===== src/rtl/core/lrs_pkg.sv =====
// Shared types, codes and constants for the link reconnect supervisor.
package lrs_pkg;

  localparam int unsigned TIME_BITS_DEF = 32;

  // Millisecond constants
  localparam logic [31:0] STEP_MS     = 32'd100;
  localparam logic [31:0] HOLD_MS     = 32'd3000;
  localparam logic [31:0] FORCE_MS    = 32'd600000;
  localparam logic [31:0] IDLE_OFF_MS = 32'd30000;
  localparam logic [31:0] BACKOFF1_MS = 32'd1000;
  localparam logic [31:0] BACKOFF2_MS = 32'd5000;
  localparam logic [31:0] BACKOFF3_MS = 32'd15000;
  localparam logic [31:0] REJECT_MS   = 32'd1000;

  localparam logic [15:0] BACKOFF1_MAX = 16'd5;
  localparam logic [15:0] BACKOFF2_MAX = 16'd10;

  // Configuration
  localparam int unsigned CFG_IDX_W   = 1;
  localparam int unsigned CFG_DATA_W  = 12;
  localparam int unsigned DELAY_MS_W  = 22;
  localparam int unsigned MS_PER_S    = 1000;
  localparam int unsigned AP_DELAY_RST = 60;

  // Stream widths
  localparam int unsigned IN_DATA_W  = 16;
  localparam int unsigned IN_USER_W  = 3;
  localparam int unsigned OUT_DATA_W = 40;

  typedef enum logic [2:0] {
    FN_TICK,
    FN_LINK_LOST,
    FN_GOT_ADDR,
    FN_CLIENT_JOIN,
    FN_CLIENT_LEAVE,
    FN_REJECTED,
    FN_CREDS,
    FN_AP_REQ
  } lrs_func_e;

  typedef enum logic [1:0] {
    AP_NONE = 2'd0,
    AP_ON   = 2'd1,
    AP_OFF  = 2'd2
  } lrs_ap_cmd_e;

  typedef enum logic [CFG_IDX_W-1:0] {
    CFG_AP_DELAY,
    CFG_BUTTON_EN
  } lrs_cfg_idx_e;

  typedef struct packed {
    lrs_func_e  func;
    logic       button_pressed;
    logic       op_busy;
    logic [7:0] disconnect_reason;
    logic       ap_request_on;
    logic       creds_present;
  } lrs_item_t;

  typedef struct packed {
    logic        request_refused;
    logic [7:0]  drop_reason;
    logic [15:0] retry_count;
    logic [7:0]  client_count;
    logic        ap_active;
    logic        link_up;
    lrs_ap_cmd_e cmd_ap;
    logic        cmd_connect;
  } lrs_result_t;

  typedef struct packed {
    logic [DELAY_MS_W-1:0] delay_ms;
    logic                  button_en;
  } lrs_cfg_t;

endpackage


===== src/rtl/core/lrs_in_stage.sv =====
// Input register: unpacks the slave beat and holds it until the core takes it.
module lrs_in_stage (
  input  logic                          clk_i,
  input  logic                          rst_ni,
  input  logic                          s_axis_tvalid,
  output logic                          s_axis_tready,
  input  logic [lrs_pkg::IN_DATA_W-1:0] s_axis_tdata,
  input  logic [lrs_pkg::IN_USER_W-1:0] s_axis_tuser,
  input  logic                          take_i,
  output logic                          valid_o,
  output lrs_pkg::lrs_item_t            item_o
);
  import lrs_pkg::*;

  logic      valid_q;
  lrs_item_t item_q;
  lrs_item_t item_d;

  assign s_axis_tready = !valid_q || take_i;

  always_comb begin
    item_d.func              = lrs_func_e'(s_axis_tuser);
    item_d.button_pressed    = s_axis_tdata[0];
    item_d.op_busy           = s_axis_tdata[1];
    item_d.disconnect_reason = s_axis_tdata[9:2];
    item_d.ap_request_on     = s_axis_tdata[10];
    item_d.creds_present     = s_axis_tdata[11];
  end

  always_ff @(posedge clk_i or negedge rst_ni) begin
    if (!rst_ni) begin
      valid_q <= 1'b0;
    end else if (s_axis_tready) begin
      valid_q <= s_axis_tvalid;
    end
  end

  always_ff @(posedge clk_i) begin
    if (s_axis_tready && s_axis_tvalid) begin
      item_q <= item_d;
    end
  end

  assign valid_o = valid_q;
  assign item_o  = item_q;

endmodule


===== src/rtl/core/lrs_core.sv =====
// Supervisor state and single-pass event decision logic.
module lrs_core #(
  parameter int unsigned TIME_BITS = lrs_pkg::TIME_BITS_DEF
) (
  input  logic                 clk_i,
  input  logic                 rst_ni,
  input  logic                 step_i,
  input  lrs_pkg::lrs_item_t   item_i,
  input  lrs_pkg::lrs_cfg_t    cfg_i,
  output lrs_pkg::lrs_result_t result_o
);
  import lrs_pkg::*;

  localparam int unsigned TW = TIME_BITS;
  localparam int unsigned CW = (TW > 32) ? TW : 32;

  function automatic logic passed_f(input logic [TW-1:0] now, input logic [TW-1:0] since,
                                    input logic [CW-1:0] ms);
    logic [TW-1:0] diff;
    diff = now - since;
    return CW'(diff) >= ms;
  endfunction

  function automatic logic due_f(input logic [TW-1:0] now, input logic [TW-1:0] deadline);
    logic [TW-1:0] diff;
    diff = now - deadline;
    return !diff[TW-1];
  endfunction

  logic [TW-1:0] tick_q, tick_d, down_since_q, down_since_d, up_since_q, up_since_d;
  logic [TW-1:0] next_retry_q, next_retry_d, forced_until_q, forced_until_d;
  logic [TW-1:0] press_start_q, press_start_d, tick_next, wait_ms;
  logic          link_q, link_d, connecting_q, connecting_d, creds_q, creds_d;
  logic          ap_on_q, ap_on_d, forced_q, forced_d, pressing_q, pressing_d;
  logic          press_done_q, press_done_d;
  logic [7:0]    clients_q, clients_d, reason_q, reason_d;
  logic [15:0]   retries_q, retries_d, retries_inc;
  logic          cmd_connect, refused;
  lrs_ap_cmd_e   cmd_ap;

  assign tick_next   = tick_q + TW'(STEP_MS);
  assign retries_inc = (retries_q != 16'hFFFF) ? retries_q + 16'd1 : retries_q;

  always_comb begin
    if (retries_inc <= BACKOFF1_MAX) begin
      wait_ms = TW'(BACKOFF1_MS);
    end else if (retries_inc <= BACKOFF2_MAX) begin
      wait_ms = TW'(BACKOFF2_MS);
    end else begin
      wait_ms = TW'(BACKOFF3_MS);
    end
  end

  always_comb begin
    tick_d         = tick_q;
    down_since_d   = down_since_q;
    up_since_d     = up_since_q;
    next_retry_d   = next_retry_q;
    forced_until_d = forced_until_q;
    press_start_d  = press_start_q;
    link_d         = link_q;
    connecting_d   = connecting_q;
    creds_d        = creds_q;
    ap_on_d        = ap_on_q;
    forced_d       = forced_q;
    pressing_d     = pressing_q;
    press_done_d   = press_done_q;
    clients_d      = clients_q;
    reason_d       = reason_q;
    retries_d      = retries_q;
    cmd_connect    = 1'b0;
    cmd_ap         = AP_NONE;
    refused        = 1'b0;

    case (item_i.func)
      FN_TICK: begin
        tick_d = tick_next;
        if (cfg_i.button_en && item_i.button_pressed) begin
          if (!pressing_q) begin
            pressing_d    = 1'b1;
            press_start_d = tick_next;
          end else if (!press_done_q &&
                       passed_f(tick_next, press_start_q, CW'(HOLD_MS))) begin
            press_done_d   = 1'b1;
            ap_on_d        = 1'b1;
            forced_d       = 1'b1;
            forced_until_d = tick_next + TW'(FORCE_MS);
            if (!ap_on_q) begin
              clients_d = 8'd0;
              cmd_ap    = AP_ON;
            end
          end
        end else begin
          pressing_d   = 1'b0;
          press_done_d = 1'b0;
        end
        if (!item_i.op_busy) begin
          if (creds_q && !link_q && !connecting_q && due_f(tick_next, next_retry_q)) begin
            connecting_d = 1'b1;
            cmd_connect  = 1'b1;
          end
          if (!ap_on_d && !link_q &&
              (!creds_q || passed_f(tick_next, down_since_q, CW'(cfg_i.delay_ms)))) begin
            ap_on_d   = 1'b1;
            clients_d = 8'd0;
            cmd_ap    = AP_ON;
          end
          if (ap_on_d && forced_d && due_f(tick_next, forced_until_d)) begin
            forced_d = 1'b0;
          end
          if (ap_on_d && !forced_d && link_q && clients_d == 8'd0 &&
              passed_f(tick_next, up_since_q, CW'(IDLE_OFF_MS))) begin
            ap_on_d   = 1'b0;
            forced_d  = 1'b0;
            clients_d = 8'd0;
            cmd_ap    = AP_OFF;
          end
        end
      end
      FN_LINK_LOST: begin
        reason_d = item_i.disconnect_reason;
        if (link_q) begin
          down_since_d = tick_q;
        end
        link_d       = 1'b0;
        connecting_d = 1'b0;
        retries_d    = retries_inc;
        next_retry_d = tick_q + wait_ms;
      end
      FN_GOT_ADDR: begin
        link_d       = 1'b1;
        connecting_d = 1'b0;
        retries_d    = 16'd0;
        reason_d     = 8'd0;
        up_since_d   = tick_q;
      end
      FN_CLIENT_JOIN: begin
        if (clients_q != 8'hFF) begin
          clients_d = clients_q + 8'd1;
        end
      end
      FN_CLIENT_LEAVE: begin
        if (clients_q != 8'd0) begin
          clients_d = clients_q - 8'd1;
        end
      end
      FN_REJECTED: begin
        connecting_d = 1'b0;
        next_retry_d = tick_q + TW'(REJECT_MS);
      end
      FN_CREDS: begin
        creds_d = item_i.creds_present;
      end
      FN_AP_REQ: begin
        if (item_i.ap_request_on) begin
          ap_on_d        = 1'b1;
          forced_d       = 1'b1;
          forced_until_d = tick_q + TW'(FORCE_MS);
          if (!ap_on_q) begin
            clients_d = 8'd0;
            cmd_ap    = AP_ON;
          end
        end else if (link_q) begin
          if (ap_on_q) begin
            ap_on_d   = 1'b0;
            forced_d  = 1'b0;
            clients_d = 8'd0;
            cmd_ap    = AP_OFF;
          end
        end else begin
          refused = 1'b1;
        end
      end
      default: begin
        cmd_ap = AP_NONE;
      end
    endcase
  end

  always_ff @(posedge clk_i or negedge rst_ni) begin
    if (!rst_ni) begin
      tick_q         <= '0;
      down_since_q   <= '0;
      up_since_q     <= '0;
      next_retry_q   <= '0;
      forced_until_q <= '0;
      press_start_q  <= '0;
      link_q         <= 1'b0;
      connecting_q   <= 1'b0;
      creds_q        <= 1'b0;
      ap_on_q        <= 1'b0;
      forced_q       <= 1'b0;
      pressing_q     <= 1'b0;
      press_done_q   <= 1'b0;
      clients_q      <= '0;
      reason_q       <= '0;
      retries_q      <= '0;
    end else if (step_i) begin
      tick_q         <= tick_d;
      down_since_q   <= down_since_d;
      up_since_q     <= up_since_d;
      next_retry_q   <= next_retry_d;
      forced_until_q <= forced_until_d;
      press_start_q  <= press_start_d;
      link_q         <= link_d;
      connecting_q   <= connecting_d;
      creds_q        <= creds_d;
      ap_on_q        <= ap_on_d;
      forced_q       <= forced_d;
      pressing_q     <= pressing_d;
      press_done_q   <= press_done_d;
      clients_q      <= clients_d;
      reason_q       <= reason_d;
      retries_q      <= retries_d;
    end
  end

  always_comb begin
    result_o.cmd_connect     = cmd_connect;
    result_o.cmd_ap          = cmd_ap;
    result_o.link_up         = link_d;
    result_o.ap_active       = ap_on_d;
    result_o.client_count    = clients_d;
    result_o.retry_count     = retries_d;
    result_o.drop_reason     = reason_d;
    result_o.request_refused = refused;
  end

endmodule


===== src/rtl/core/lrs_out_stage.sv =====
// Result register: holds one result beat and packs it onto the master side.
module lrs_out_stage (
  input  logic                           clk_i,
  input  logic                           rst_ni,
  input  logic                           load_i,
  input  lrs_pkg::lrs_result_t           result_i,
  output logic                           space_o,
  output logic                           m_axis_tvalid,
  input  logic                           m_axis_tready,
  output logic [lrs_pkg::OUT_DATA_W-1:0] m_axis_tdata,
  output lrs_pkg::lrs_result_t           result_o
);
  import lrs_pkg::*;

  logic        valid_q;
  lrs_result_t result_q;

  assign space_o = !valid_q || m_axis_tready;

  always_ff @(posedge clk_i or negedge rst_ni) begin
    if (!rst_ni) begin
      valid_q <= 1'b0;
    end else if (space_o) begin
      valid_q <= load_i;
    end
  end

  always_ff @(posedge clk_i) begin
    if (load_i) begin
      result_q <= result_i;
    end
  end

  assign m_axis_tvalid = valid_q;
  assign m_axis_tdata  = {2'b00, result_q.request_refused, result_q.drop_reason,
                          result_q.retry_count, result_q.client_count, result_q.ap_active,
                          result_q.link_up, result_q.cmd_ap, result_q.cmd_connect};
  assign result_o      = result_q;

endmodule


===== src/rtl/core/link_reconnect_supervisor.sv =====
// Top level of the link reconnect supervisor: config registers and stream stages.
//
//   port group   dir  beat fields (low bit first)
//   s_axis       in   tuser: func; tdata: button_pressed, op_busy, disconnect_reason,
//                     ap_request_on, creds_present
//   m_axis       out  tdata: cmd_connect, cmd_ap, link_up, ap_active, client_count,
//                     retry_count, drop_reason, request_refused
//   cfg          in   cfg_index_i 0 ap_delay_seconds, 1 button_enable; cfg_data_i
//
// Each beat is held in the input register and is decided in one pass by the core, which
// writes the result register; one beat per cycle is sustained while the master is ready.
// Reset clears all supervisor state; delay resets to 60 s, button sampling to enabled.
// A stalled master holds the result register; the input register takes one more beat
// and then holds s_axis_tready low until the result register frees up.
module link_reconnect_supervisor #(
  parameter int unsigned TIME_BITS = lrs_pkg::TIME_BITS_DEF
) (
  input  logic                           clk_i,
  input  logic                           rst_ni,
  input  logic                           s_axis_tvalid,
  output logic                           s_axis_tready,
  // button_pressed, op_busy, disconnect_reason[7:0], ap_request_on, creds_present, pad
  input  logic [lrs_pkg::IN_DATA_W-1:0]  s_axis_tdata,
  // func[2:0]
  input  logic [lrs_pkg::IN_USER_W-1:0]  s_axis_tuser,
  output logic                           m_axis_tvalid,
  input  logic                           m_axis_tready,
  // cmd_connect, cmd_ap[1:0], link_up, ap_active, client_count[7:0], retry_count[15:0],
  // drop_reason[7:0], request_refused, pad
  output logic [lrs_pkg::OUT_DATA_W-1:0] m_axis_tdata,
  input  logic                           cfg_valid_i,
  output logic                           cfg_ready_o,
  input  logic [lrs_pkg::CFG_IDX_W-1:0]  cfg_index_i,
  input  logic [lrs_pkg::CFG_DATA_W-1:0] cfg_data_i
);
  import lrs_pkg::*;

  lrs_cfg_t    cfg_q;
  lrs_item_t   item;
  lrs_result_t result;
  lrs_result_t out_q;
  logic        in_valid;
  logic        out_space;
  logic        step;

  assign cfg_ready_o = 1'b1;

  always_ff @(posedge clk_i or negedge rst_ni) begin
    if (!rst_ni) begin
      cfg_q.delay_ms  <= DELAY_MS_W'(AP_DELAY_RST * MS_PER_S);
      cfg_q.button_en <= 1'b1;
    end else if (cfg_valid_i) begin
      case (lrs_cfg_idx_e'(cfg_index_i))
        CFG_AP_DELAY:  cfg_q.delay_ms  <= DELAY_MS_W'(cfg_data_i) * DELAY_MS_W'(MS_PER_S);
        CFG_BUTTON_EN: cfg_q.button_en <= cfg_data_i[0];
        default:       cfg_q <= cfg_q;
      endcase
    end
  end

  assign step = in_valid && out_space;

  lrs_in_stage u_in (
    .clk_i         (clk_i),
    .rst_ni        (rst_ni),
    .s_axis_tvalid (s_axis_tvalid),
    .s_axis_tready (s_axis_tready),
    .s_axis_tdata  (s_axis_tdata),
    .s_axis_tuser  (s_axis_tuser),
    .take_i        (step),
    .valid_o       (in_valid),
    .item_o        (item)
  );

  lrs_core #(
    .TIME_BITS (TIME_BITS)
  ) u_core (
    .clk_i    (clk_i),
    .rst_ni   (rst_ni),
    .step_i   (step),
    .item_i   (item),
    .cfg_i    (cfg_q),
    .result_o (result)
  );

  lrs_out_stage u_out (
    .clk_i         (clk_i),
    .rst_ni        (rst_ni),
    .load_i        (step),
    .result_i      (result),
    .space_o       (out_space),
    .m_axis_tvalid (m_axis_tvalid),
    .m_axis_tready (m_axis_tready),
    .m_axis_tdata  (m_axis_tdata),
    .result_o      (out_q)
  );

  a_cmd_code: assert property (@(posedge clk_i) disable iff (!rst_ni)
    m_axis_tvalid |-> (out_q.cmd_ap == AP_NONE || out_q.cmd_ap == AP_ON ||
                       out_q.cmd_ap == AP_OFF))
    else $error("invalid AP command code");

  a_refuse_link: assert property (@(posedge clk_i) disable iff (!rst_ni)
    (m_axis_tvalid && out_q.request_refused) |-> (!out_q.link_up && out_q.cmd_ap == AP_NONE))
    else $error("AP off refused while link up or with AP change");

  a_ap_off: assert property (@(posedge clk_i) disable iff (!rst_ni)
    (m_axis_tvalid && out_q.cmd_ap == AP_OFF) |->
      (!out_q.ap_active && out_q.client_count == 8'd0 && out_q.link_up))
    else $error("AP off result inconsistent");

  a_ap_on: assert property (@(posedge clk_i) disable iff (!rst_ni)
    (m_axis_tvalid && out_q.cmd_ap == AP_ON) |-> (out_q.ap_active && out_q.client_count == 8'd0))
    else $error("AP on result inconsistent");

  a_connect: assert property (@(posedge clk_i) disable iff (!rst_ni)
    (m_axis_tvalid && out_q.cmd_connect) |-> !out_q.link_up)
    else $error("connect issued while link up");

endmodule


===== config.mk =====
export PLATFORM = sky130hd
export DESIGN_NAME = link_reconnect_supervisor
export DESIGN_NICKNAME = d
export VERILOG_FILES = /design/src/rtl/core/lrs_pkg.sv /design/src/rtl/core/lrs_in_stage.sv /design/src/rtl/core/lrs_core.sv /design/src/rtl/core/lrs_out_stage.sv /design/src/rtl/core/link_reconnect_supervisor.sv
export SDC_FILE = /design/constraint.sdc
export NUM_CORES = 1
export LEC_CHECK = 0
export BUFFER_PORTS_ARGS = -buffer_cell sky130_fd_sc_hd__buf_2
export CAP_MARGIN = 10
export CORE_UTILIZATION = 37
export DETAILED_ROUTE_END_ITERATION = 8
export GPL_ROUTABILITY_DRIVEN = 0
export GPL_TIMING_DRIVEN = 0
export PLACE_DENSITY_LB_ADDON = 0.2
export RECOVER_POWER = 100
export REMOVE_ABC_BUFFERS = 1
export SYNTH_ARGS = -nofsm -noshare
export SYNTH_HDL_FRONTEND = slang
export SYNTH_HIERARCHICAL = 1
export SYNTH_SLANG_ARGS = --single-unit

===== constraint.sdc =====
create_clock -name clk_i -period 10.8 [get_ports clk_i]
set_input_delay 2.16 -clock clk_i [delete_from_list [all_inputs] [get_ports clk_i]]
set_output_delay 2.16 -clock clk_i [all_outputs]
set_load 0.02 [all_outputs]

# Word level (Yosys, flattened, before mapping)
# Index checks and enable logic that the tools add are counted.
[word_totals] regBits=306 output_inout_bits=43 elab_cells=195
[op_classes] n_addsub=13 n_mul=1 magnitude_cmp=5 eq_ne=16 mux=73 n_bitwise=4 n_reduce_logical=49
[ops] op="2-to-1 mux 32 bit" count=5
[ops] op="subtractor 32 bit" count=5
[ops] op="case mux 32 bit (2 select lines)" count=2
[ops] op="2-to-1 mux 8 bit" count=14
[ops] op="adder 32 x 20 -> 32 bit, second input constant" count=2
[ops] op="adder 32 x 10 -> 32 bit, second input constant" count=1
[ops] op="adder 32 x 14 -> 32 bit" count=1
[ops] op="adder 32 x 7 -> 32 bit, second input constant" count=1
[ops] op="greater-or-equal comparator 32 x 12 -> 1 bit, second input constant" count=1
[ops] op="greater-or-equal comparator 32 x 15 -> 1 bit, second input constant" count=1
[ops] op="greater-or-equal comparator 32 x 22 -> 1 bit" count=1
[ops] op="2-to-1 mux 1 bit" count=32
[ops] op="case mux 16 bit (2 select lines)" count=1
[ops] op="case mux 8 bit (4 select lines)" count=1
[ops] op="2-to-1 mux 14 bit" count=2
[ops] op="multiplier 12 x 7 -> 19 bit, second input constant" count=1
[ops] op="2-to-1 mux 2 bit" count=9
[ops] op="adder 16 x 1 -> 16 bit, second input constant" count=1
[ops] op="<= comparator 16 x 3 -> 1 bit, second input constant" count=1
[ops] op="<= comparator 16 x 4 -> 1 bit, second input constant" count=1
[ops] op="2-to-1 mux 16 bit" count=1
[ops] op="!= test 16 bit, second input constant" count=1
[ops] op="case mux 8 bit (2 select lines)" count=1
[ops] op="AND reduction 4 bit" count=4
[ops] op="23 further kinds" count=71

# Logic depth before layout (Yosys ltp)
[depth] word_depth=27 ltp_mapped=37 mapped_depth_nobuf=33

# Modules after synthesis
# Netlist, hierarchy kept.
[by_module_without_submodules] mod="lrs_core" n_inst=1 cells_each=2468 area_per_inst_um2=19790.2 seq_area_each_um2=5530.3
[by_module_without_submodules] mod="link_reconnect_supervisor" n_inst=1 cells_each=304 area_per_inst_um2=2886.5 seq_area_each_um2=510.5
[by_module_without_submodules] mod="lrs_out_stage" n_inst=1 cells_each=82 area_per_inst_um2=1492.7 seq_area_each_um2=1166.1
[by_module_without_submodules] mod="lrs_in_stage" n_inst=1 cells_each=19 area_per_inst_um2=504.2 seq_area_each_um2=475.5

# Worst setup path before layout
# Ideal clock, no wire load.
[synth_timing] kind="register to register" startpoint="register u_core.tick_q[2]" endpoint="register u_out.result_q, in the netlist u_out/m_axis_tdata[4], data pin" setup_time_ns=0.251 t_arrival_ns=7.360 required_time_ns=10.549 slack_ns=3.189 path_stages_with_launch=36 n_path_buf=4 synth_period_minus_slack_ns=7.611 cell_sequence="dfrtp_1 ha_1 a211o_1 nand4_1 clkbuf_1 nor2_1 xnor2_1 inv_1 ha_1 clkbuf_1 nand2_1 o21ai_0 o21a_1 o221a_2 o2111a_1 o2111ai_1 nor4_1 nand4_1 o21ai_1 buf_2 a21oi_1 a21oi_1 ha_1 a21oi_1 o221ai_1 a221o_1 a221o_1 a211oi_1 and2_1 xnor2_1 or2_1 a21oi_1 o211ai_2 nand2_1 o21ai_1 buf_4"
[synth_between] elab_chain_cells=27 elab_cells_between_ends=50 cone_classes="add/sub: 6; order compare: 3; mux: 27; reduce/logical: 14"
[synth_lines] item="from (decl)" line="lrs_core.sv:30" source="logic [TW-1:0] tick_q, tick_d, down_since_q, down_since_d, up_since_q, up_since_d;"
[synth_lines] item="from (signal assigned)" line="lrs_core.sv:199" source="tick_q <= tick_d;"
[synth_lines] item="adder 32 x 7 -> 32 bit *" line="lrs_core.sv:41" source="assign tick_next = tick_q + TW'(STEP_MS);"
[synth_lines] item="via u_core.tick_next[20]" line="lrs_core.sv:32" source="logic [TW-1:0] press_start_q, press_start_d, tick_next, wait_ms;"
[synth_lines] item="parallel branches: the longest is 24 deep, another holds subtractor 32 bit"
[synth_lines] item="2-to-1 mux 1 bit *" line="lrs_core.sv:97" source="if (!item_i.op_busy) begin"
[synth_lines] item="case mux 1 bit (2 select lines) *" line="lrs_core.sv:75" source="case (item_i.func)"
[synth_lines] item="via u_core.ap_on_d" line="lrs_core.sv:34" source="logic ap_on_q, ap_on_d, forced_q, forced_d, pressing_q, pressing_d;"
[synth_lines] item="to (signal assigned)" line="lrs_out_stage.sv:30" source="result_q <= result_i;"
[synth_lines] item="to (decl)" line="lrs_out_stage.sv:16" source="lrs_result_t result_q;"
# Mark *: on every way through the listed nets, which the timed path passes. The select of a mux whose other input is x is not followed.
# A chain may end at the register's enable or synchronous reset.

==> run_results.csv <==
group,metric,value,unit
power_and_ir_drop,maximum_vdd_ir_drop,0.2193,mV
clock_network,cts_root_buffer,"sky130_fd_sc_hd__clkbuf_16",
timing,hold_slack,0.4584,ns
die,io_pins,80,
detailed_routing,num_vias,20940,
worst_setup_path,timing.critical_path.to_type,"flip-flop",
worst_setup_path,required,11.18,ns
place,io_buffer_count,72,
timing,fmax,97.30,MHz
power_and_ir_drop,switchingPower,3.258,mW
detailed_routing,drt-wirelength-per-cell,18.73,µm
worst_setup_path,largest_stage_delay_on_the_critical_path,0.61,ns
worst_setup_path,cp_max_fo,36,
timing,timing.final.max_slew_violations,400,
timing,finalWorstSetupSlack,0.5225,ns
timing,grt_setup_unrepaired,"false",
worst_setup_path,timing.critical_path.arrival,10.66,ns
detailed_routing,first_iter_violations,1875,
die,fp.dieArea,66950,µm²
global_route,grt_remaining_overflow,0,
worst_setup_path,critPathSlowestCell,"sky130_fd_sc_hd__dfrtp_1",
power_and_ir_drop,p_clk_share,17.2,%
power_and_ir_drop,power.density,266.5,nW/µm²
detailed_routing,first_pass_iters,6,
clock_network,clock_tree.buffer_depth,3,
clock_network,cts_max_level,2,
clock_network,clkTransAtPathRegs,0.06,ns
finish,layout-area-overhead-vs-synth,8.491,%
global_route,globalRouteTotalUtil,20.71,%
clock_network,worst_skew_pair_latency,0.57,ns
finish,n_antenna_cell,0,
detailed_routing,drt_drc_violations_left,0,
finish,layout.nets,3139,
finish,final_layout_size_suffix_gt1_share,6.326,%
timing,slew_headroom,-219.8,%
timing,fin_tns_setup,0,ns
timing,time_the_worst_path_needs_with_i_o_delays_and_setup,10.28,ns
outcome,failed_checks,"capacitance limit, slew limit",
detailed_routing,drt-total-wl,69600,µm
clock_network,cts_hold_buffers_added,0,
worst_hold_path,worst_hold_path_type,"flip-flop to flip-flop",
worst_setup_path,worstSetupPathType,"flip-flop to flip-flop",
timing,final.setup_skew,0.02197,ns
die,number_of_rows_created_at_floorplan,93,
synth,syn_area,24390,µm²
power_and_ir_drop,pwr-share-seq,23.2,%
power_and_ir_drop,internal-power,3.794,mW
timing,final-hold-violation-count,0,
place,detailedPlace.worstSlack,0.1201,ns
synth,ys_warn_count,6,
timing,finalSetupViolations,0,
detailed_routing,post_detailed_route_count_of_antenna_violating_nets,0,
clock_network,clock-sinks,296,
die,floorplan.core_area,64810,µm²
die,die_x,258.7,µm
outcome,run_status,"finished, violations left",
worst_setup_path,cp_dominant_cell_by_count,"sky130_fd_sc_hd__a21oi_1",
global_route,grt_start_max_net_pins,108,
global_route,first_global_vias,19840,
timing,worst_margin_pin_slew,4.797,ns
synth,netlist_instances,2835,
global_route,first_pass_grt_wire_length,110800,µm
clock_network,cts_made_buffers,36,
global_route,grt_antenna_before_repair,0,
flow_run,cap_viol_max_count,6,
power_and_ir_drop,netSwitchingFraction,46.19,%
die,initial_core_utilization,37.63,%
place,dp.final_hpwl,52800,µm
finish,postLayoutCoreUtil,40.82,%
detailed_routing,post_drt_via_cell_ratio,5.634,
die,die_h,258.7,µm
power_and_ir_drop,comb_power_share,59.5,%
synth,synth_area_per_cell,8.603,µm²
timing,fin_crit_sh,95.16,%
clock_network,clock_tree_from_tritoncts,"built",
power_and_ir_drop,power_leakage,11.69,nW
worst_setup_path,critical_path.startpoint_type,"flip-flop",
-- stage by stage --
step / cells / instance area (µm²) / power, mW
floorplan: 2701 / 23800 / 4.688
global placement: 3628 / 25230 / 5.699
detailed placement: 3644 / 25530 / 5.813
CTS: 3710 / 26700 / 7.084
global route: 3716 / 26460 / 7.666
finish: 3716 / 26460 / 7.052
-- registers in the layout (all words and copies together) (netlist names), 8 cells and up --
name and count:
u_out/m_axis_tdata 38, u_core/forced_until_q 32, u_core/down_since_q 30, u_core/next_retry_q 30, u_core/press_start_q 30, u_core/tick_q 30, u_core/up_since_q 30, cfg_q 20
u_core/retries_q 16, u_in/item_o 15, u_core/clients_q 8, u_core/reason_q 8
-- worst max-delay path, delay by kind of cell (launching register included) --
family,cells,cell delay [ns]
DFF,1,0.61
buffers and inverters,3,0.86
xor gates and xnor gates,2,0.75
adders and majority gates,3,1.24
AOI/OAI and AO/OA,17,4.63
and+or+nand+nor,8,1.95
-- placed cells by master, fill, tap and decap left out, drive strengths merged, types with 21 or more instances in the layout --
master and n:
nor2b 26, and3 21, nand2 306, buf 35
o21a 25, xor2 71, inv 268, nor3 62
nand3 71, clkbuf 105, o21ai 244, o31ai 27
a21o 32, a31oi 25, xnor2 123, edfxtp 53
and2 25, a211oi 29, a21oi 187, nor2 159
dfrtp 235, mux2 50, fa 42, nand4 49
nand2b 23, ha 227
-- per-layer routing --
metal  track usage [%]  part of all wire (%)  routed length (µm)  vias to the layer above
li1                  -                     -                   -                    10020
met1             29.37                    47               32590                    10200
met2             31.83                    44               30680                      590
met3             2.993                   5.8                4012                      121
met4             7.643                   3.3                2315                        0
met5                 0                     0                   0                        -
-- layout make-up --
class / instances / area [µm²]
clock inverter: 18 / 176.4
tap: 855 / 1070
clock buffer: 48 / 996.0
multi-input combinational: 2137 / 15090
fill: 6505 / 38350
inverter: 269 / 1010
timing repair buffer: 93 / 439.2
sequential: 296 / 7682
-- final timing paths --
check | start | endpoint | slack (ns) | cells past startpoint
worst max-delay path | u_core/tick_q[2] | u_out/m_axis_tdata[1] | 0.52 | 33
worst min-delay path | cfg_q[7] | cfg_q[7] | 0.46 | 2
worst max register to register | u_core/tick_q[2] | u_out/m_axis_tdata[1] | 0.52 | 33
worst min register to register | cfg_q[7] | cfg_q[7] | 0.46 | 2
max in group asynchronous | rst_ni | cfg_q[9] | 1.97 | 2
min in group asynchronous | rst_ni | u_core/clients_q[3] | 2.73 | 1
-- power by group through the flow --
| stage | Clock, mW | Combinational [mW] | Sequential, mW |
|---|---|---|---|
| after global routing | 1.29 | 4.70 | 1.68 |
| after floorplan | 0 | 3.07 | 1.62 |
| after detailed placement | 0 | 4.15 | 1.66 |
| after CTS | 1.26 | 4.19 | 1.64 |
| final | 1.22 | 4.20 | 1.64 |
| after global placement | 0 | 4.05 | 1.65 |
-- timing repair --
| item | 4_1_cts | 5_1_grt |
|---|---|---|
| setup endpoints to repair | 0 | 10 |
| gates resized for setup | 0 | 1 |
| buffers inserted | 0 | 3 |
Note: power is estimated with default switching activity, not from simulation.
